===== config.mk =====
export PLATFORM = sky130hd
export DESIGN_NAME = mfc_parser
export DESIGN_NICKNAME = d
export VERILOG_FILES = /design/src/rtl/mfc_pkg.sv /design/src/rtl/mfc_parser.sv
export SDC_FILE = /design/constraint.sdc
export NUM_CORES = 1
export LEC_CHECK = 0
export BUFFER_PORTS_ARGS = -buffer_cell sky130_fd_sc_hd__buf_4
export CORE_UTILIZATION = 45
export DETAILED_ROUTE_END_ITERATION = 16
export HOLD_SLACK_MARGIN = 0.05
export PLACE_DENSITY_LB_ADDON = 0.12
export SLEW_MARGIN = 20
export SYNTH_ARGS = -nofsm -noshare
export SYNTH_HDL_FRONTEND = slang
export SYNTH_SLANG_ARGS = --single-unit
export TNS_END_PERCENT = 5

===== constraint.sdc =====
create_clock -name clk -period 7.8 [get_ports clk]
set_clock_uncertainty 0.05 [all_clocks]
set_input_delay 0.78 -clock clk [delete_from_list [all_inputs] [get_ports clk]]
set_output_delay 0.78 -clock clk [all_outputs]
set_load 0.05 [all_outputs]

===== src/rtl/mfc_pkg.sv =====
// shared types, codes and the crc-8 step for the motor feedback frame checker
// no dependencies; imported by the parser, the result buffer, the top level and the testbench
package mfc_pkg;

    localparam int          FRAME_LEN = 10;
    localparam int          CRC_SPAN  = 9;
    localparam logic [7:0]  CRC_POLY  = 8'h8C;
    localparam logic [7:0]  CMD_READ  = 8'h74;
    localparam logic [15:0] TIMEOUT_RESET = 16'd20;

    localparam int CNT_W  = $clog2(FRAME_LEN);
    localparam int CFG_W  = 16;
    localparam int CIDX_W = 1;

    typedef enum logic [1:0] {
        MODE_START = 2'd0,
        MODE_BYTE  = 2'd1,
        MODE_TICK  = 2'd2
    } mode_t;

    typedef enum logic [1:0] {
        STATUS_OK       = 2'd0,
        STATUS_SHORT    = 2'd1,
        STATUS_CRC_ERR  = 2'd2,
        STATUS_MISMATCH = 2'd3
    } status_t;

    typedef enum logic [CIDX_W-1:0] {
        REG_MOTOR_ID = 1'b0,
        REG_TIMEOUT  = 1'b1
    } reg_index_t;

    typedef struct packed {
        logic [7:0]  motor_id;
        logic [15:0] timeout_ticks;
    } cfg_t;

    typedef struct packed {
        status_t            status;
        logic signed [31:0] laps;
        logic [15:0]        turn_position;
        logic [7:0]         fault;
    } result_t;

    // handshake state between the result buffer and the front end
    typedef struct packed {
        logic full;
        logic skid_used;
    } buf_status_t;

    // reflected crc-8, lsb first, one byte per call
    function automatic logic [7:0] crc8_update(input logic [7:0] crc, input logic [7:0] b);
        logic [7:0] c;
        c = crc ^ b;
        for (int k = 0; k < 8; k++) begin
            if (c[0])
                c = (c >> 1) ^ CRC_POLY;
            else
                c = c >> 1;
        end
        return c;
    endfunction

endpackage


===== src/rtl/mfc_parser.sv =====
// frame state, byte store, crc and result decode of the frame checker
// depends on mfc_pkg
module mfc_parser (
    input  logic            clk,
    input  logic            rst_n,
    input  logic            fire,
    input  logic [1:0]      mode,
    input  logic [7:0]      rx_byte,
    input  mfc_pkg::cfg_t   cfg,
    output logic            res_valid,
    output mfc_pkg::result_t res
);
    import mfc_pkg::*;

    logic             waiting_reg, waiting_next;
    logic [CNT_W-1:0] count_reg, count_next;
    logic [7:0]       crc_reg, crc_next;
    logic [15:0]      tick_reg, tick_next;
    logic [7:0]       frame_reg [CRC_SPAN];
    logic             frame_we;
    logic [16:0]      tick_sum;

    assign tick_sum = {1'b0, tick_reg} + 17'd1;

    always_comb
    begin
        waiting_next = waiting_reg;
        count_next   = count_reg;
        crc_next     = crc_reg;
        tick_next    = tick_reg;
        frame_we     = 1'b0;
        res_valid    = 1'b0;
        res          = '{status: STATUS_OK, laps: '0, turn_position: '0, fault: '0};
        if (fire)
        begin
            case (mode_t'(mode))
                MODE_START:
                begin
                    waiting_next = 1'b1;
                    count_next   = '0;
                    crc_next     = '0;
                    tick_next    = '0;
                end
                MODE_BYTE:
                begin
                    if (waiting_reg)
                    begin
                        if (count_reg < CNT_W'(CRC_SPAN))
                        begin
                            frame_we   = 1'b1;
                            crc_next   = crc8_update(crc_reg, rx_byte);
                            count_next = count_reg + CNT_W'(1);
                        end
                        else
                        begin
                            // last byte carries the crc
                            waiting_next = 1'b0;
                            count_next   = '0;
                            res_valid    = 1'b1;
                            if (crc_reg != rx_byte)
                                res.status = STATUS_CRC_ERR;
                            else if (frame_reg[0] != cfg.motor_id || frame_reg[1] != CMD_READ)
                                res.status = STATUS_MISMATCH;
                            else
                            begin
                                res.laps = $signed({frame_reg[2], frame_reg[3],
                                                    frame_reg[4], frame_reg[5]});
                                res.turn_position = {frame_reg[6], frame_reg[7]};
                                res.fault         = frame_reg[8];
                            end
                        end
                    end
                end
                MODE_TICK:
                begin
                    if (waiting_reg)
                    begin
                        tick_next = tick_sum[15:0];
                        // a timeout of zero acts like one
                        if (tick_sum >= {1'b0, cfg.timeout_ticks})
                        begin
                            waiting_next = 1'b0;
                            count_next   = '0;
                            res_valid    = 1'b1;
                            res.status   = STATUS_SHORT;
                        end
                    end
                end
                default:
                begin
                end
            endcase
        end
    end

    always_ff @(posedge clk or negedge rst_n)
    begin
        if (!rst_n)
        begin
            waiting_reg <= 1'b0;
            count_reg   <= '0;
            crc_reg     <= '0;
            tick_reg    <= '0;
        end
        else
        begin
            waiting_reg <= waiting_next;
            count_reg   <= count_next;
            crc_reg     <= crc_next;
            tick_reg    <= tick_next;
        end
    end

    always_ff @(posedge clk)
    begin
        if (frame_we)
            frame_reg[count_reg] <= rx_byte;
    end

endmodule


==> impl_metrics.toml <==
[status]
status = "finished, final reports clean"

[placed_design]
gp_congestion = 0.8839
hpwlAfterDp_mm = 7.384
io_buffers = 95
place_inst = 652

[timing]
min_period_over_period = 0.5684
timing.final.crit_period_ns = 4.433
max_clock_freq_mhz = 225.6
rsz0062_at_grt = "no"
tns_ns = 0
finalSetupViolations = 0
maxSlewViolCount = 0
holdWs_ns = 0.3166
slew_headroom = 0.5665
hold_violations = 0
tightest_slew_ns = 0.6479

[worst_setup_path]
worstPathCellList = "ha_1 -> and3_1 -> and3_1 -> nand3_1 -> xnor2_1 -> ha_1 -> nand3_1 -> nor3_1 -> o41a_1 -> o21bai_1 -> a21oi_1 -> buf_4"
crit_slowest_cell = "dfrtp_1"
crit_arrival_ns = 3.60
reg2regPathDepth = 12
max_stage_delay_ns = 0.43
cp-start-kind = "register"
required_ns = 6.97
worst-path-max-fanout = 7
worstSetupPathType = "register to output pin"
endpoint_kind = "output pin"

[clock_tree]
cts.sinks = 101
cts_hold_buf = 0
h-tree-depth = 3
clock_latency_ns = 0.34
cts_buffer_depth = 2
cts_setup_buffers = 0
root_buffer = "clkbuf_16"
clk_pin_slew_ns = 0.07
cts_tree = "built"
cts_resized = 0
cts_buffers = 9

[global_route]
grt_use_total = 0.1814
grt_pass1_wl_mm = 15.97
antenna_found_initial = 0
grt_overflow = 0
grt_pass1_vias = 3283
grt_max_degree = 57

[min_path]
hold_class = "input pin to asynchronous set/reset pin"

[yosys]
synth-simple-area-share = 0.1736
syn_inst = 433
synth_top_area_frac = 0.4189
synth_top_family_by_area = "simple AND/OR/NAND/NOR gates"
ys_types = 48
synth_flop_cell = "edfxtp_1"
syn-cell-area_um2 = 5161
ys_seq_elements = 101
yosysWarningCount = 0
synth-xor-area-share = 0.08024
ys_top_cells_by_area = "edfxtp_1 (42%), dfrtp_1 (14%), and2_1 (7.4%), ha_1 (6.1%), xnor2_1 (3.2%)"
ys_seq_area_frac = 0.5595
syn_area_per_cell_um2 = 11.92
synth_commonest_cells = "edfxtp_1 (72), and2_1 (61), dfrtp_1 (29)"
synthMuxAreaShare = 0.004121
synth_nets = 495
ys_async_sr_fraction = 0.2871
synth_edf_count = 72
synth_compound_area_frac = 0.08412
yosysMostFrequentCell = "edfxtp_1"
synth-adder-area-share = 0.06061
synth_top_area_cell = "edfxtp_1"

[detailed_routing]
post_drt_wl_per_cell_um = 15.25
drt_iter0_markers = 175
drc = 0
drt_wl_total_mm = 10.19
first_pass_iters = 4
via_per_inst = 5.130
ant_nets = 0
vias = 3427

[floorplan]
start_util = 0.4699
boundaryPins = 96
die_x_um = 109.1
die_h_um = 109.1
coreArea_um2 = 10980
rows = 38
die_area_um2 = 11900

[layout]
final_nets = 585
n_fill_cell = 925
areaGrowthSynthToFinish_pct = 20.61
finalNonFillerCells = 668
post-route-util = 0.5668
drive_above_1_share = 0.2273
antenna_cells = 0
largest_reg_flops = 72

[job]
drv_cap = 0

[power]
leakage_nw = 2.710
ir_drop_v = 0.0001366
p_per_area_nw_per_um2 = 206.9
final cells by class:
cell class                      count  area, um2  share of cell area
Clock inverter                      7      55.05            0.008844
Sequential cell                   101       2888              0.4639
Tap cell                          140      175.2             0.02814
Multi-Input combinational cell    293       2078              0.3339
Clock buffer                        9      225.2             0.03618
Timing Repair Buffer               96      720.7              0.1158
Inverter                           22      82.58             0.01327
cells by family after synthesis:
kind of cell | count (synthesis)
DFF | 101
and+or+nand+nor | 160
muxes | 2
xor gates and xnor gates | 43
AOI/OAI and AO/OA | 63
buffers and inverters | 39
adders and majority gates | 25
power breakdown:
group	internal, mW	switching, mW
clock network	0.220	0.196
logic	0.115	0.129
registers	0.602	0.0259
layer usage:
metal / global-route usage / share of wire / vias to the layer above / wire length, um
li1: - / - / 1709 / -
met1: 0.2169 / 0.45 / 1619 / 4540
met2: 0.3154 / 0.50 / 87 / 5064
met3: 0.04005 / 0.041 / 12 / 418
met4: 0.07336 / 0.016 / 0 / 163
met5: 0 / 0 / - / 0
path summary, 6_finish.rpt:
kind | from | to | slack (ns)
max | tick_reg[0] | res_valid | 3.37
min | rst_n | crc_reg[0] | 0.32
max reg2reg | tick_reg[0] | count_reg[0] | 4.42
min reg2reg | crc_reg[3] | crc_reg[3] | 0.48
max in group asynchronous | rst_n | count_reg[1] | 7.09
min in group clk | crc_reg[3] | crc_reg[3] | 0.48
metrics by stage:
stage	total power, mW	setup WS (ns)	instance area, um2
5_1_grt	1.350	3.084	6225
4_1_cts	1.297	3.380	6225
6_report	1.288	3.367	6225
3_3_place_gp	0.8753	3.895	5944
2_1_floorplan	0.8170	3.796	5161
3_5_place_dp	0.8829	3.754	5944
worst max-delay path, delay by kind of cell, from the launching register on:
kind                       cells  cell delay, ns
AOI/OAI and AO/OA              3            0.67
xor gates and xnor gates       1            0.16
adders and majority gates      2            0.52
buffers and inverters          1            0.22
DFF                            1            0.43
and+or+nand+nor                5            1.27
placed cells by master, fill, tap and decap left out, types with 10 or more instances in the layout:
master	n
buf_4	96
edfxtp_1	72
and2_1	61
dfrtp_1	29
ha_1	25
nand2_1	23
inv_1	22
o21ai_0	22
nor2_1	20
nand3_1	19
xnor2_1	19
xor2_1	19
and3_1	12
a22o_1	10
Note: power is estimated with default switching activity, not from simulation.
